## src/rtl/pidc_pkg.sv

```systemverilog
// ----------------------------------------------------------------------------
// PID controller package
// Shared codes, register indexes and the command and status bundles that
// join the controller to the datapath.
// ----------------------------------------------------------------------------
package pidc_pkg;

   localparam int CSR_INDEX_W = 3;
   localparam int CSR_DATA_W  = 32;
   localparam int ERROR_W     = 32;
   localparam int DRIVE_W     = 32;
   localparam int DAMPING_W   = 31;

   localparam logic CMD_UPDATE = 1'b0;
   localparam logic CMD_CLEAR  = 1'b1;

   localparam logic [CSR_INDEX_W-1:0] CSR_GAIN_P         = 3'd0;
   localparam logic [CSR_INDEX_W-1:0] CSR_GAIN_I_DIVISOR = 3'd1;
   localparam logic [CSR_INDEX_W-1:0] CSR_GAIN_D         = 3'd2;
   localparam logic [CSR_INDEX_W-1:0] CSR_UPPER_LIMIT    = 3'd3;
   localparam logic [CSR_INDEX_W-1:0] CSR_LOWER_LIMIT    = 3'd4;
   localparam logic [CSR_INDEX_W-1:0] CSR_DAMPING        = 3'd5;

   localparam logic [2:0] MA_ACC   = 3'd0;
   localparam logic [2:0] MA_UPPER = 3'd1;
   localparam logic [2:0] MA_LOWER = 3'd2;
   localparam logic [2:0] MA_DIFF  = 3'd3;
   localparam logic [2:0] MA_SUM   = 3'd4;

   localparam logic [1:0] MB_GP = 2'd0;
   localparam logic [1:0] MB_GI = 2'd1;
   localparam logic [1:0] MB_GD = 2'd2;

   localparam logic [1:0] DA_E    = 2'd0;
   localparam logic [1:0] DA_PROD = 2'd1;
   localparam logic [1:0] DA_ACC  = 2'd2;

   localparam logic [1:0] DB_DD = 2'd0;
   localparam logic [1:0] DB_GI = 2'd1;
   localparam logic [1:0] DB_GP = 2'd2;

   typedef struct packed {
      logic       load_e;
      logic       clear;
      logic       mul_start;
      logic [2:0] mul_a_sel;
      logic [1:0] mul_b_sel;
      logic       div_start;
      logic [1:0] div_a_sel;
      logic [1:0] div_b_sel;
      logic       e_from_div;
      logic       acc_from_sum;
      logic       acc_from_div;
      logic       commit_integ;
      logic       ci_from_div;
      logic       ci_zero;
      logic       sum_from_mul;
      logic       prev_from_e;
      logic       res_from_mul;
      logic       out_load;
   } cmd_type;

   typedef struct packed {
      logic dd_zero;
      logic clamp_en;
      logic gi_zero;
      logic mul_done;
      logic div_done;
      logic over;
      logic under;
   } status_type;

endpackage

```

## src/rtl/pid_controller_int32.sv

```systemverilog
// ----------------------------------------------------------------------------
// PID controller, 32-bit integer
// Discrete PID controller with a damped error, trapezoid integral,
// integral clamping against scaled limits and a derivative term.
//
//   Channel | Handshake             | Word
//   --------+-----------------------+-----------------------------------
//   req     | req_valid / req_stall | req_cmd, req_error_in
//   rsp     | rsp_valid / rsp_stall | rsp_drive
//   csr     | csr_valid / csr_ready | csr_index, csr_wdata
//
// One word is worked at a time. A clear goes from idle straight to the
// result state. An update runs from 0 to 6 divisions on the
// one-bit-per-cycle divider and from 2 to 6 multiplications.
// Reset is synchronous and restores the register defaults and zero state.
// A waiting result does not block the next request; csr_ready stays high.
// ----------------------------------------------------------------------------
module pid_controller_int32 #(
   parameter int DATA_WIDTH = 32
) (
   input  logic                             clock,
   input  logic                             reset,
   input  logic                             req_valid,
   output logic                             req_stall,
   input  logic                             req_cmd,
   input  logic [pidc_pkg::ERROR_W-1:0]     req_error_in,
   output logic                             rsp_valid,
   input  logic                             rsp_stall,
   output logic [pidc_pkg::DRIVE_W-1:0]     rsp_drive,
   input  logic                             csr_valid,
   output logic                             csr_ready,
   input  logic [pidc_pkg::CSR_INDEX_W-1:0] csr_index,
   input  logic [pidc_pkg::CSR_DATA_W-1:0]  csr_wdata
);

   pidc_pkg::cmd_type    cmd;
   pidc_pkg::status_type status;

   assign csr_ready = 1'b1;

   pidc_ctrl u_ctrl (
      .clock     (clock),
      .reset     (reset),
      .req_valid (req_valid),
      .req_cmd   (req_cmd),
      .req_stall (req_stall),
      .rsp_valid (rsp_valid),
      .rsp_stall (rsp_stall),
      .status    (status),
      .cmd       (cmd)
   );

   pidc_dp #(.W(DATA_WIDTH)) u_dp (
      .clock        (clock),
      .reset        (reset),
      .csr_we       (csr_valid && csr_ready),
      .csr_index    (csr_index),
      .csr_wdata    (csr_wdata),
      .req_error_in (req_error_in),
      .cmd          (cmd),
      .status       (status),
      .rsp_drive    (rsp_drive)
   );

endmodule

```

## src/rtl/pidc_mul.sv

```systemverilog
// ----------------------------------------------------------------------------
// PID controller multiplier
// Digit-serial multiplier that forms the low word of a product, eight bits
// of the second operand per cycle.
// ----------------------------------------------------------------------------
module pidc_mul #(
   parameter int W = 32
) (
   input  logic         clock,
   input  logic         reset,
   input  logic         start,
   input  logic [W-1:0] a,
   input  logic [W-1:0] b,
   output logic         done,
   output logic [W-1:0] product
);

   localparam int DIG  = 8;
   localparam int MCYC = (W + DIG - 1) / DIG;
   localparam int CW   = $clog2(MCYC + 1);

   logic          busy_ff, busy_in;
   logic          done_ff, done_in;
   logic [CW-1:0] cnt_ff, cnt_in;
   logic [W-1:0]  a_ff, a_in;
   logic [W-1:0]  b_ff, b_in;
   logic [W-1:0]  p_ff, p_in;
   logic [W+DIG-1:0] pp;

   always_comb begin
      pp      = (W+DIG)'(a_ff) * (W+DIG)'(b_ff[DIG-1:0]);
      busy_in = busy_ff;
      done_in = 1'b0;
      cnt_in  = cnt_ff;
      a_in    = a_ff;
      b_in    = b_ff;
      p_in    = p_ff;
      if (start) begin
         busy_in = 1'b1;
         cnt_in  = '0;
         a_in    = a;
         b_in    = b;
         p_in    = '0;
      end else if (busy_ff) begin
         p_in   = p_ff + pp[W-1:0];
         a_in   = {a_ff[W-DIG-1:0], DIG'(0)};
         b_in   = {DIG'(0), b_ff[W-1:DIG]};
         cnt_in = cnt_ff + CW'(1);
         if (cnt_ff == CW'(MCYC - 1)) begin
            busy_in = 1'b0;
            done_in = 1'b1;
         end
      end
   end

   always_ff @(posedge clock) begin
      if (reset) begin
         busy_ff <= 1'b0;
         done_ff <= 1'b0;
      end else begin
         busy_ff <= busy_in;
         done_ff <= done_in;
      end
      cnt_ff <= cnt_in;
      a_ff   <= a_in;
      b_ff   <= b_in;
      p_ff   <= p_in;
   end

   assign done    = done_ff;
   assign product = p_ff;

endmodule

```

## src/rtl/pidc_div.sv

```systemverilog
// ----------------------------------------------------------------------------
// PID controller divider
// Restoring divider on magnitudes, one quotient bit per cycle, with the
// sign of the quotient applied at its output.
// ----------------------------------------------------------------------------
module pidc_div #(
   parameter int W   = 32,
   parameter int DVW = 32
) (
   input  logic           clock,
   input  logic           reset,
   input  logic           start,
   input  logic [W-1:0]   dividend,
   input  logic [DVW-1:0] divisor,
   input  logic           negate,
   output logic           done,
   output logic [W-1:0]   quotient
);

   localparam int CW = $clog2(W + 1);

   logic           busy_ff, busy_in;
   logic           done_ff, done_in;
   logic [CW-1:0]  cnt_ff, cnt_in;
   logic [DVW-1:0] rem_ff, rem_in;
   logic [W-1:0]   quo_ff, quo_in;
   logic [DVW-1:0] dvs_ff, dvs_in;
   logic           neg_ff, neg_in;
   logic [DVW:0]   trial;
   logic [DVW:0]   diff;
   logic           ge;

   always_comb begin
      trial   = {rem_ff, quo_ff[W-1]};
      diff    = trial - {1'b0, dvs_ff};
      ge      = (trial >= {1'b0, dvs_ff});
      busy_in = busy_ff;
      done_in = 1'b0;
      cnt_in  = cnt_ff;
      rem_in  = rem_ff;
      quo_in  = quo_ff;
      dvs_in  = dvs_ff;
      neg_in  = neg_ff;
      if (start) begin
         busy_in = 1'b1;
         cnt_in  = '0;
         rem_in  = '0;
         quo_in  = dividend;
         dvs_in  = divisor;
         neg_in  = negate;
      end else if (busy_ff) begin
         rem_in = ge ? diff[DVW-1:0] : trial[DVW-1:0];
         quo_in = {quo_ff[W-2:0], ge};
         cnt_in = cnt_ff + CW'(1);
         if (cnt_ff == CW'(W - 1)) begin
            busy_in = 1'b0;
            done_in = 1'b1;
         end
      end
   end

   always_ff @(posedge clock) begin
      if (reset) begin
         busy_ff <= 1'b0;
         done_ff <= 1'b0;
      end else begin
         busy_ff <= busy_in;
         done_ff <= done_in;
      end
      cnt_ff <= cnt_in;
      rem_ff <= rem_in;
      quo_ff <= quo_in;
      dvs_ff <= dvs_in;
      neg_ff <= neg_in;
   end

   assign done     = done_ff;
   assign quotient = neg_ff ? (W'(0) - quo_ff) : quo_ff;

endmodule

```

## src/rtl/pidc_dp.sv

```systemverilog
// ----------------------------------------------------------------------------
// PID controller datapath
// Configuration registers, controller state, working registers and the
// shared multiplier and divider, steered by the controller's commands.
// ----------------------------------------------------------------------------
module pidc_dp #(
   parameter int W = 32
) (
   input  logic                                clock,
   input  logic                                reset,
   input  logic                                csr_we,
   input  logic [pidc_pkg::CSR_INDEX_W-1:0]    csr_index,
   input  logic [pidc_pkg::CSR_DATA_W-1:0]     csr_wdata,
   input  logic [pidc_pkg::ERROR_W-1:0]        req_error_in,
   input  pidc_pkg::cmd_type                   cmd,
   output pidc_pkg::status_type                status,
   output logic [pidc_pkg::DRIVE_W-1:0]        rsp_drive
);

   localparam int UW = (W > pidc_pkg::DAMPING_W) ? W : pidc_pkg::DAMPING_W;

   function automatic logic [W-1:0] mag_of(input logic [W-1:0] v);
      return v[W-1] ? (W'(0) - v) : v;
   endfunction

   logic [W-1:0] gp_ff, gp_in;
   logic [W-1:0] gi_ff, gi_in;
   logic [W-1:0] gd_ff, gd_in;
   logic [W-1:0] up_ff, up_in;
   logic [W-1:0] lo_ff, lo_in;
   logic [pidc_pkg::DAMPING_W-1:0] dd_ff, dd_in;
   logic [W-1:0] integ_ff, integ_in;
   logic [W-1:0] prev_ff, prev_in;
   logic [W-1:0] e_ff, e_in;
   logic [W-1:0] acc_ff, acc_in;
   logic [W-1:0] ci_ff, ci_in;
   logic [W-1:0] sum_ff, sum_in;
   logic [W-1:0] res_ff, res_in;
   logic [pidc_pkg::DRIVE_W-1:0] drive_ff, drive_in;

   logic [W-1:0]  csr_val;
   logic [W-1:0]  half;
   logic [W-1:0]  diff;
   logic [W-1:0]  mul_a, mul_b, prod;
   logic          mul_done;
   logic [W-1:0]  div_a_raw, quot;
   logic [UW-1:0] div_b;
   logic          div_b_neg;
   logic          div_done;

   assign csr_val = W'($signed(csr_wdata));
   assign half    = {sum_ff[W-1], sum_ff[W-1:1]};
   assign diff    = e_ff - prev_ff;

   always_comb begin
      unique case (cmd.mul_a_sel)
         pidc_pkg::MA_ACC:   mul_a = acc_ff;
         pidc_pkg::MA_UPPER: mul_a = up_ff;
         pidc_pkg::MA_LOWER: mul_a = lo_ff;
         pidc_pkg::MA_DIFF:  mul_a = diff;
         default:            mul_a = sum_ff;
      endcase
      unique case (cmd.mul_b_sel)
         pidc_pkg::MB_GP: mul_b = gp_ff;
         pidc_pkg::MB_GI: mul_b = gi_ff;
         default:         mul_b = gd_ff;
      endcase
      unique case (cmd.div_a_sel)
         pidc_pkg::DA_E:    div_a_raw = e_ff;
         pidc_pkg::DA_PROD: div_a_raw = prod;
         default:           div_a_raw = acc_ff;
      endcase
      unique case (cmd.div_b_sel)
         pidc_pkg::DB_DD: begin
            div_b     = UW'(dd_ff);
            div_b_neg = 1'b0;
         end
         pidc_pkg::DB_GI: begin
            div_b     = UW'(mag_of(gi_ff));
            div_b_neg = gi_ff[W-1];
         end
         default: begin
            div_b     = UW'(mag_of(gp_ff));
            div_b_neg = gp_ff[W-1];
         end
      endcase
   end

   pidc_mul #(.W(W)) u_mul (
      .clock   (clock),
      .reset   (reset),
      .start   (cmd.mul_start),
      .a       (mul_a),
      .b       (mul_b),
      .done    (mul_done),
      .product (prod)
   );

   pidc_div #(.W(W), .DVW(UW)) u_div (
      .clock    (clock),
      .reset    (reset),
      .start    (cmd.div_start),
      .dividend (mag_of(div_a_raw)),
      .divisor  (div_b),
      .negate   (div_a_raw[W-1] ^ div_b_neg),
      .done     (div_done),
      .quotient (quot)
   );

   always_comb begin
      gp_in    = gp_ff;
      gi_in    = gi_ff;
      gd_in    = gd_ff;
      up_in    = up_ff;
      lo_in    = lo_ff;
      dd_in    = dd_ff;
      integ_in = integ_ff;
      prev_in  = prev_ff;
      e_in     = e_ff;
      acc_in   = acc_ff;
      ci_in    = ci_ff;
      sum_in   = sum_ff;
      res_in   = res_ff;
      drive_in = drive_ff;
      if (csr_we) begin
         case (csr_index)
            pidc_pkg::CSR_GAIN_P:         gp_in = csr_val;
            pidc_pkg::CSR_GAIN_I_DIVISOR: gi_in = csr_val;
            pidc_pkg::CSR_GAIN_D:         gd_in = csr_val;
            pidc_pkg::CSR_UPPER_LIMIT:    up_in = csr_val;
            pidc_pkg::CSR_LOWER_LIMIT:    lo_in = csr_val;
            pidc_pkg::CSR_DAMPING:        dd_in = csr_wdata[pidc_pkg::DAMPING_W-1:0];
            default: ;
         endcase
      end
      if (cmd.load_e) begin
         e_in   = W'($signed(req_error_in));
         sum_in = W'($signed(req_error_in)) + prev_ff;
      end
      if (cmd.clear) begin
         integ_in = '0;
         prev_in  = '0;
         res_in   = '0;
      end
      if (cmd.e_from_div) begin
         e_in   = quot;
         sum_in = quot + prev_ff;
      end
      if (cmd.acc_from_sum) begin
         acc_in = integ_ff + half;
      end
      if (cmd.acc_from_div) begin
         acc_in = quot;
      end
      if (cmd.commit_integ) begin
         integ_in = acc_ff;
      end
      if (cmd.ci_zero) begin
         ci_in = '0;
      end
      if (cmd.ci_from_div) begin
         ci_in = quot;
      end
      if (cmd.sum_from_mul) begin
         sum_in = e_ff + ci_ff + prod;
      end
      if (cmd.prev_from_e) begin
         prev_in = e_ff;
      end
      if (cmd.res_from_mul) begin
         res_in = prod;
      end
      if (cmd.out_load) begin
         drive_in = pidc_pkg::DRIVE_W'(res_ff);
      end
   end

   always_ff @(posedge clock) begin
      if (reset) begin
         gp_ff    <= W'(1);
         gi_ff    <= '0;
         gd_ff    <= '0;
         up_ff    <= W'($signed(32'h7FFF_FFFF));
         lo_ff    <= W'($signed(32'h8000_0000));
         dd_ff    <= pidc_pkg::DAMPING_W'(1);
         integ_ff <= '0;
         prev_ff  <= '0;
      end else begin
         gp_ff    <= gp_in;
         gi_ff    <= gi_in;
         gd_ff    <= gd_in;
         up_ff    <= up_in;
         lo_ff    <= lo_in;
         dd_ff    <= dd_in;
         integ_ff <= integ_in;
         prev_ff  <= prev_in;
      end
      e_ff     <= e_in;
      acc_ff   <= acc_in;
      ci_ff    <= ci_in;
      sum_ff   <= sum_in;
      res_ff   <= res_in;
      drive_ff <= drive_in;
   end

   assign status.dd_zero  = (dd_ff == '0);
   assign status.clamp_en = (gp_ff != '0) && (gi_ff != '0);
   assign status.gi_zero  = (gi_ff == '0);
   assign status.mul_done = mul_done;
   assign status.div_done = div_done;
   assign status.over     = $signed(quot) > $signed(up_ff);
   assign status.under    = $signed(lo_ff) > $signed(quot);
   assign rsp_drive       = drive_ff;

endmodule

```

## src/rtl/pidc_ctrl.sv

```systemverilog
// ----------------------------------------------------------------------------
// PID controller sequencer
// State machine that walks each update through damping and clamping where
// enabled, integration, the derivative term and output, issuing operations to the shared units.
// ----------------------------------------------------------------------------
module pidc_ctrl (
   input  logic                 clock,
   input  logic                 reset,
   input  logic                 req_valid,
   input  logic                 req_cmd,
   output logic                 req_stall,
   output logic                 rsp_valid,
   input  logic                 rsp_stall,
   input  pidc_pkg::status_type status,
   output pidc_pkg::cmd_type    cmd
);

   localparam logic [4:0] S_IDLE   = 5'd0;
   localparam logic [4:0] S_DAMP   = 5'd1;
   localparam logic [4:0] S_DAMP_W = 5'd2;
   localparam logic [4:0] S_ACC    = 5'd3;
   localparam logic [4:0] S_T1     = 5'd4;
   localparam logic [4:0] S_T1_M   = 5'd5;
   localparam logic [4:0] S_T1_D   = 5'd6;
   localparam logic [4:0] S_C1_M   = 5'd7;
   localparam logic [4:0] S_C1_D   = 5'd8;
   localparam logic [4:0] S_T2     = 5'd9;
   localparam logic [4:0] S_T2_M   = 5'd10;
   localparam logic [4:0] S_T2_D   = 5'd11;
   localparam logic [4:0] S_C2_M   = 5'd12;
   localparam logic [4:0] S_C2_D   = 5'd13;
   localparam logic [4:0] S_CI     = 5'd14;
   localparam logic [4:0] S_CI_W   = 5'd15;
   localparam logic [4:0] S_CD_W   = 5'd16;
   localparam logic [4:0] S_DR     = 5'd17;
   localparam logic [4:0] S_DR_W   = 5'd18;
   localparam logic [4:0] S_DONE   = 5'd19;

   logic [4:0] state_ff, state_in;
   logic       rsp_valid_ff, rsp_valid_in;

   always_comb begin
      cmd          = '0;
      state_in     = state_ff;
      rsp_valid_in = rsp_valid_ff && rsp_stall;
      unique case (state_ff)
         S_IDLE: begin
            if (req_valid) begin
               if (req_cmd == pidc_pkg::CMD_CLEAR) begin
                  cmd.clear = 1'b1;
                  state_in  = S_DONE;
               end else begin
                  cmd.load_e = 1'b1;
                  state_in   = S_DAMP;
               end
            end
         end
         S_DAMP: begin
            if (status.dd_zero) begin
               state_in = S_ACC;
            end else begin
               cmd.div_start = 1'b1;
               cmd.div_a_sel = pidc_pkg::DA_E;
               cmd.div_b_sel = pidc_pkg::DB_DD;
               state_in      = S_DAMP_W;
            end
         end
         S_DAMP_W: begin
            if (status.div_done) begin
               cmd.e_from_div = 1'b1;
               state_in       = S_ACC;
            end
         end
         S_ACC: begin
            cmd.acc_from_sum = 1'b1;
            state_in         = status.clamp_en ? S_T1 : S_CI;
         end
         S_T1, S_T2: begin
            cmd.mul_start = 1'b1;
            cmd.mul_a_sel = pidc_pkg::MA_ACC;
            cmd.mul_b_sel = pidc_pkg::MB_GP;
            state_in      = (state_ff == S_T1) ? S_T1_M : S_T2_M;
         end
         S_T1_M, S_T2_M: begin
            if (status.mul_done) begin
               cmd.div_start = 1'b1;
               cmd.div_a_sel = pidc_pkg::DA_PROD;
               cmd.div_b_sel = pidc_pkg::DB_GI;
               state_in      = (state_ff == S_T1_M) ? S_T1_D : S_T2_D;
            end
         end
         S_T1_D: begin
            if (status.div_done) begin
               if (status.over) begin
                  cmd.mul_start = 1'b1;
                  cmd.mul_a_sel = pidc_pkg::MA_UPPER;
                  cmd.mul_b_sel = pidc_pkg::MB_GI;
                  state_in      = S_C1_M;
               end else begin
                  state_in = S_T2;
               end
            end
         end
         S_T2_D: begin
            if (status.div_done) begin
               if (status.under) begin
                  cmd.mul_start = 1'b1;
                  cmd.mul_a_sel = pidc_pkg::MA_LOWER;
                  cmd.mul_b_sel = pidc_pkg::MB_GI;
                  state_in      = S_C2_M;
               end else begin
                  state_in = S_CI;
               end
            end
         end
         S_C1_M, S_C2_M: begin
            if (status.mul_done) begin
               cmd.div_start = 1'b1;
               cmd.div_a_sel = pidc_pkg::DA_PROD;
               cmd.div_b_sel = pidc_pkg::DB_GP;
               state_in      = (state_ff == S_C1_M) ? S_C1_D : S_C2_D;
            end
         end
         S_C1_D, S_C2_D: begin
            if (status.div_done) begin
               cmd.acc_from_div = 1'b1;
               state_in         = (state_ff == S_C1_D) ? S_T2 : S_CI;
            end
         end
         S_CI: begin
            cmd.commit_integ = 1'b1;
            if (status.gi_zero) begin
               cmd.ci_zero   = 1'b1;
               cmd.mul_start = 1'b1;
               cmd.mul_a_sel = pidc_pkg::MA_DIFF;
               cmd.mul_b_sel = pidc_pkg::MB_GD;
               state_in      = S_CD_W;
            end else begin
               cmd.div_start = 1'b1;
               cmd.div_a_sel = pidc_pkg::DA_ACC;
               cmd.div_b_sel = pidc_pkg::DB_GI;
               state_in      = S_CI_W;
            end
         end
         S_CI_W: begin
            if (status.div_done) begin
               cmd.ci_from_div = 1'b1;
               cmd.mul_start   = 1'b1;
               cmd.mul_a_sel   = pidc_pkg::MA_DIFF;
               cmd.mul_b_sel   = pidc_pkg::MB_GD;
               state_in        = S_CD_W;
            end
         end
         S_CD_W: begin
            if (status.mul_done) begin
               cmd.sum_from_mul = 1'b1;
               cmd.prev_from_e  = 1'b1;
               state_in         = S_DR;
            end
         end
         S_DR: begin
            cmd.mul_start = 1'b1;
            cmd.mul_a_sel = pidc_pkg::MA_SUM;
            cmd.mul_b_sel = pidc_pkg::MB_GP;
            state_in      = S_DR_W;
         end
         S_DR_W: begin
            if (status.mul_done) begin
               cmd.res_from_mul = 1'b1;
               state_in         = S_DONE;
            end
         end
         S_DONE: begin
            if (!rsp_valid_ff || !rsp_stall) begin
               cmd.out_load = 1'b1;
               rsp_valid_in = 1'b1;
               state_in     = S_IDLE;
            end
         end
         default: begin
            state_in = S_IDLE;
         end
      endcase
   end

   always_ff @(posedge clock) begin
      if (reset) begin
         state_ff     <= S_IDLE;
         rsp_valid_ff <= 1'b0;
      end else begin
         state_ff     <= state_in;
         rsp_valid_ff <= rsp_valid_in;
      end
   end

   assign req_stall = (state_ff != S_IDLE);
   assign rsp_valid = rsp_valid_ff;

   a_clear_done: assert property (@(posedge clock) disable iff (reset)
      (state_ff == S_IDLE && req_valid && req_cmd == pidc_pkg::CMD_CLEAR)
      |=> (state_ff == S_DONE))
      else $error("Clear word did not go straight to the result state.");

   a_one_unit: assert property (@(posedge clock) disable iff (reset)
      !(cmd.mul_start && cmd.div_start))
      else $error("Multiplier and divider were started together.");

   a_rsp_source: assert property (@(posedge clock) disable iff (reset)
      $rose(rsp_valid_ff) |-> $past(state_ff == S_DONE))
      else $error("Result word appeared outside the result state.");

   a_mul_wait: assert property (@(posedge clock) disable iff (reset)
      status.mul_done |-> (state_ff == S_T1_M || state_ff == S_T2_M ||
                           state_ff == S_C1_M || state_ff == S_C2_M ||
                           state_ff == S_CD_W || state_ff == S_DR_W))
      else $error("Multiplier finished while no state waited for it.");

   a_div_wait: assert property (@(posedge clock) disable iff (reset)
      status.div_done |-> (state_ff == S_DAMP_W || state_ff == S_T1_D ||
                           state_ff == S_T2_D || state_ff == S_C1_D ||
                           state_ff == S_C2_D || state_ff == S_CI_W))
      else $error("Divider finished while no state waited for it.");

endmodule
```

## config.mk

```make
export PLATFORM = sky130hd
export DESIGN_NAME = pid_controller_int32
export DESIGN_NICKNAME = d
export VERILOG_FILES = /design/src/rtl/pidc_pkg.sv /design/src/rtl/pid_controller_int32.sv /design/src/rtl/pidc_mul.sv /design/src/rtl/pidc_div.sv /design/src/rtl/pidc_dp.sv /design/src/rtl/pidc_ctrl.sv
export SDC_FILE = /design/constraint.sdc
export NUM_CORES = 2
export LEC_CHECK = 0
export BUFFER_PORTS_ARGS = -buffer_cell sky130_fd_sc_hd__buf_2
export CELL_PAD_IN_SITES_DETAIL_PLACEMENT = 1
export CELL_PAD_IN_SITES_GLOBAL_PLACEMENT = 2
export CORE_ASPECT_RATIO = 1.2
export CORE_MARGIN = 2
export CORE_UTILIZATION = 40
export DETAILED_ROUTE_END_ITERATION = 7
export GPL_TIMING_DRIVEN = 0
export PLACE_DENSITY = 0.81
export SYNTH_ARGS = -nofsm -noshare
export SYNTH_HDL_FRONTEND = slang
export SYNTH_SLANG_ARGS = --single-unit
```

## constraint.sdc

```tcl
create_clock -name clock -period 9.7 [get_ports clock]
set_input_delay 1.94 -clock clock [delete_from_list [all_inputs] [get_ports clock]]
set_output_delay 1.94 -clock clock [all_outputs]
set_load 0.03 [all_outputs]
```

==> run summary <==
The mapped netlist covers 46820 µm². After layout, the design draws a total of 22.11 mW. The tools report the first-pass GRT wire length as 297400 µm. The average wire per standard cell is 28.64 µm, and the initial standard-cell utilization of the core is 40.29%.

Clock-pin slew was measured on the worst setup and hold paths at 70 ps. Sorting the synthesized cells by area gives the leading types as sky130_fd_sc_hd__edfxtp_1, sky130_fd_sc_hd__dfxtp_1, sky130_fd_sc_hd__fa_1, sky130_fd_sc_hd__nand2_1, sky130_fd_sc_hd__ha_1. On the final layout, the worst clock skew is 38.44 ps. Of the total synthesized cell area, the portion taken by AND, OR, NAND and NOR gates is 18.00%. The floorplan step defined a core boundary enclosing 116200 µm². Setup total negative slack on the finished layout was measured at -38.71 ps.

The proportion of netlist area held by the largest area contributor was 20.59%. After global routing the overflow that remains totals 0. The path class of the tightest hold or removal check is register to register. The run gives 42230 as the vias after detailed routing. Of the available clock period, the critical path in the final layout requires 100.4%.

In the routed design, unresolved DRC markers number 0. The tools report the later-pin clock latency in the skew report as 710 ps. The die covers 119800 µm². The worst setup path is launched from a register. The fraction of layout instances using a drive strength above 1 was 5.792%. Counting instances, the worst hold path has a depth of 0. The routability-driven placement congestion ratio is 0.9865, and the synthesized area per cell is 8.673 µm². For the worst flop-to-flop path, the logic depth is 20. The final layout contains 6154 nets.

After clock tree synthesis, the repair step resized 0 gates. The final routed wirelength across all metal layers is 206200 µm. The number of max-slew violations in the final report was 0.

The worst setup margin came out at -38.71 ps. Launch point of the worst hold path: u_dp.res_ff[19]$_SDFFCE_PN0P_. TritonCTS built the clock tree. The multiplexer fraction of the synthesized cell area was 0.9486%; the number of buffers between clock root and the deepest sink was 3. For the worst hold margin, the log shows 416.8 ps.

The final reports fail on capacitance limit, setup timing. STA classifies the critical path endpoint as a register. STA puts the critical path data required time at 10070 ps.

By area, the combinational part of the netlist is dominated by compound AO/OA/AOI/OAI gates. The tools report the reg-to-reg endpoint as u_dp.u_mul.b_ff[0]$_DFFE_PP_. VDD sags by at most 0.4595 mV. The fraction of synthesized cell area in xor and xnor cells was 5.406%; the via count of the first global-routing pass was 44130.

Detailed placement finished with a half-perimeter wire length of 167200 µm. The net count after synthesis came out at 5957. After the first detailed-routing iteration, the DRC count stood at 3032. The commonest cells after synthesis are sky130_fd_sc_hd__nand2_1, sky130_fd_sc_hd__a21oi_1, sky130_fd_sc_hd__inv_1. Timing analysis after detailed placement gives a worst setup slack of 262.8 ps. Count of distinct cell types in the synthesized netlist: 95. The tools report the residual antenna-violating net count after detailed routing as 0. The critical path data arrival time is 10110 ps, and the number of storage elements in the synthesis netlist is 659. The ratio of total power to cell area is 423.7 nW/µm².

The destination of the worst hold path was u_dp.rsp_drive[19]$_DFFE_PP_. The startpoint identified for the worst register-to-register timing path is u_dp.u_div.quo_ff[17]$_DFFE_PP_. The maximum fanout encountered on the critical timing path was 10.

Static timing analysis puts the maximum clock frequency at 0.1027 GHz. Entering global routing, the biggest net connects 42 pins. From synthesis to final layout, the design area changed by 11.45%. The flow ran to the end, but the final reports show violations. After Yosys synthesis, full adders, half adders and majority gates account for 16.52% of the synthesized area. The final period demand of the worst path is 9739 ps. The post-detailed-route via-to-cell ratio is 5.867. The tools report the register-to-register setup slack as -40 ps.

For the pin with the worst max-slew slack, the measured transition is 1484 ps. The part of the Yosys area used for sequential elements was 35.04%; the worst-case headroom to the max-slew limit was 0.7963%. Among all cell types in the netlist, the one instantiated most often is sky130_fd_sc_hd__nand2_1. The analysis attributes to cell leakage a power of 20.98 nW. The most used flip-flop cell after synthesis is sky130_fd_sc_hd__dfxtp_1. Post-CTS timing repair inserted 0 buffers for setup. The share of flip-flops with an asynchronous set or reset after synthesis is 0%, and the count of hold-fix buffers inserted at cts is 0. The compound-gate portion of the synthesized area is 18.50%. The cell type with the largest total area after synthesis was sky130_fd_sc_hd__edfxtp_1. The height of the die is 378.8 µm. The overall track demand over capacity in global routing was 34.29%; the number of I/O pins was 108. The setup-violating endpoint count in the final report came out at 1. Counting every instance in the synthesized netlist gives 5399. Counting flops with a built-in enable in the synthesized netlist gives 321. Measured along the x axis, the die boundary spans 316.3 µm. The logs give 3 for the count of H-tree levels built during CTS and 0 for the final-report hold violation count. The critical path class is register to register. Before antenna repair, the detailed router went through 5 iterations. Counting the buffers created by CTS gives 80. CTS saw 659 sinks.

During synthesis, Yosys emitted a total of 0 warnings. The number of maximum-capacitance constraint violations is 1. The tools report the site row count as 137. Clock tree root driver cell: sky130_fd_sc_hd__clkbuf_16. The run gives 10 as the initial antenna violation count.

Input and output buffers added on the ports amount to 105.
[report_power, final]
group | internal [mW] | switching [mW]
Sequential | 3.52 | 0.474
Combinational | 5.81 | 9.16
Clock | 1.83 | 1.32
Total | 11.2 | 11.0
[routing by layer]
| layer | vias up | share of wire (%) | global-route usage, % |
|---|---|---|---|
| met1 | 21260 | 38 | 38.12 |
| met2 | 1258 | 50 | 61.28 |
| met3 | 468 | 4.6 | 3.841 |
| li1 | 19240 | - | - |
| met4 | 2 | 7.6 | 23.12 |
| met5 | - | 0.0053 | 0 |
[logic make-up after synthesis]
group                    after synthesis
other                                  1
flip-flops                           659
AO/OA/AOI/OAI                       1392
buffers and inverters                687
AND/OR/NAND/NOR                     1842
adder cells (fa/ha/maj)              485
multiplexers                          44
XOR/XNOR                             289
[how the worst max path moves through the flow]
stage / slack, ps / to / start
after floorplan: 2620 / u_dp.u_mul.a_ff[0]$_SDFFCE_PN0P_ / u_dp.u_div.quo_ff[17]$_DFFE_PP_
after global placement: -1330 / u_dp.u_mul.b_ff[31]$_SDFFCE_PN0P_ / u_dp.u_div.quo_ff[17]$_DFFE_PP_
after detailed placement: 260 / u_dp.u_mul.b_ff[0]$_DFFE_PP_ / u_dp.u_div.quo_ff[17]$_DFFE_PP_
after CTS: 210 / u_dp.u_mul.b_ff[0]$_DFFE_PP_ / u_dp.u_div.quo_ff[17]$_DFFE_PP_
after global routing: -3 / u_dp.u_mul.b_ff[0]$_DFFE_PP_ / u_dp.u_div.quo_ff[17]$_DFFE_PP_
final: -40 / u_dp.u_mul.b_ff[0]$_DFFE_PP_ / u_dp.u_div.quo_ff[17]$_DFFE_PP_
[critical path: stages, from the launching register on]
cell and delay (ps):
sky130_fd_sc_hd__edfxtp_1 360, sky130_fd_sc_hd__clkbuf_1 260, sky130_fd_sc_hd__or4_1 620, sky130_fd_sc_hd__or2_2 340
sky130_fd_sc_hd__or3_1 390, sky130_fd_sc_hd__or3_1 360, sky130_fd_sc_hd__or3_1 380, sky130_fd_sc_hd__o31ai_1 250
sky130_fd_sc_hd__xor2_1 690, sky130_fd_sc_hd__ha_1 250, sky130_fd_sc_hd__nand4_1 300, sky130_fd_sc_hd__or4_1 590
sky130_fd_sc_hd__mux2i_1 410, sky130_fd_sc_hd__nand4_1 450, sky130_fd_sc_hd__o211ai_1 310, sky130_fd_sc_hd__o21ba_2 210
sky130_fd_sc_hd__a211oi_1 830, sky130_fd_sc_hd__nand3_1 1230, sky130_fd_sc_hd__buf_2 710, sky130_fd_sc_hd__nor2_1 240
sky130_fd_sc_hd__a21oi_1 180
[layout make-up]
| cell class | count | area, µm² |
|---|---|---|
| well taps | 1529 | 1913 |
| clock buffers | 120 | 2370 |
| fillers | 13900 | 64040 |
| diodes | 6 | 15.01 |
| flip-flops and latches | 659 | 16410 |
| repair buffers | 115 | 694.4 |
| clock inverters | 29 | 306.5 |
| multi-input cells | 4053 | 27860 |
| inverters | 407 | 1528 |
| plain buffers | 280 | 1090 |
[per-stage QoR]
stage               std cells  utilization, %  cell area [µm²]
global route             7192           44.89            52170
CTS                      7192           44.89            52170
floorplan                5399               -            46820
finish                   7198           44.90            52180
global placement         7033           42.39            49260
detailed placement       7043           42.59            49490
[cells in the final DEF, fill, tap and decap left out, types with 41 or more instances in the layout]
| cell type | n |
|---|---|
| sky130_fd_sc_hd__a21o_1 | 76 |
| sky130_fd_sc_hd__xor2_1 | 155 |
| sky130_fd_sc_hd__clkbuf_1 | 269 |
| sky130_fd_sc_hd__inv_1 | 404 |
| sky130_fd_sc_hd__nand2_1 | 880 |
| sky130_fd_sc_hd__mux2i_1 | 41 |
| sky130_fd_sc_hd__ha_1 | 263 |
| sky130_fd_sc_hd__edfxtp_1 | 321 |
| sky130_fd_sc_hd__clkbuf_16 | 86 |
| sky130_fd_sc_hd__and2_1 | 105 |
| sky130_fd_sc_hd__nand2b_1 | 53 |
| sky130_fd_sc_hd__a21oi_1 | 534 |
| sky130_fd_sc_hd__nor3_1 | 55 |
| sky130_fd_sc_hd__o221ai_1 | 44 |
| sky130_fd_sc_hd__o31ai_1 | 42 |
| sky130_fd_sc_hd__nor2_1 | 340 |
| sky130_fd_sc_hd__buf_2 | 120 |
| sky130_fd_sc_hd__a22oi_1 | 43 |
| sky130_fd_sc_hd__dfxtp_1 | 338 |
| sky130_fd_sc_hd__fa_1 | 222 |
| sky130_fd_sc_hd__xnor2_1 | 134 |
| sky130_fd_sc_hd__o21ai_0 | 306 |
| sky130_fd_sc_hd__nand3_1 | 134 |
Note: power is estimated with default switching activity, not from simulation.
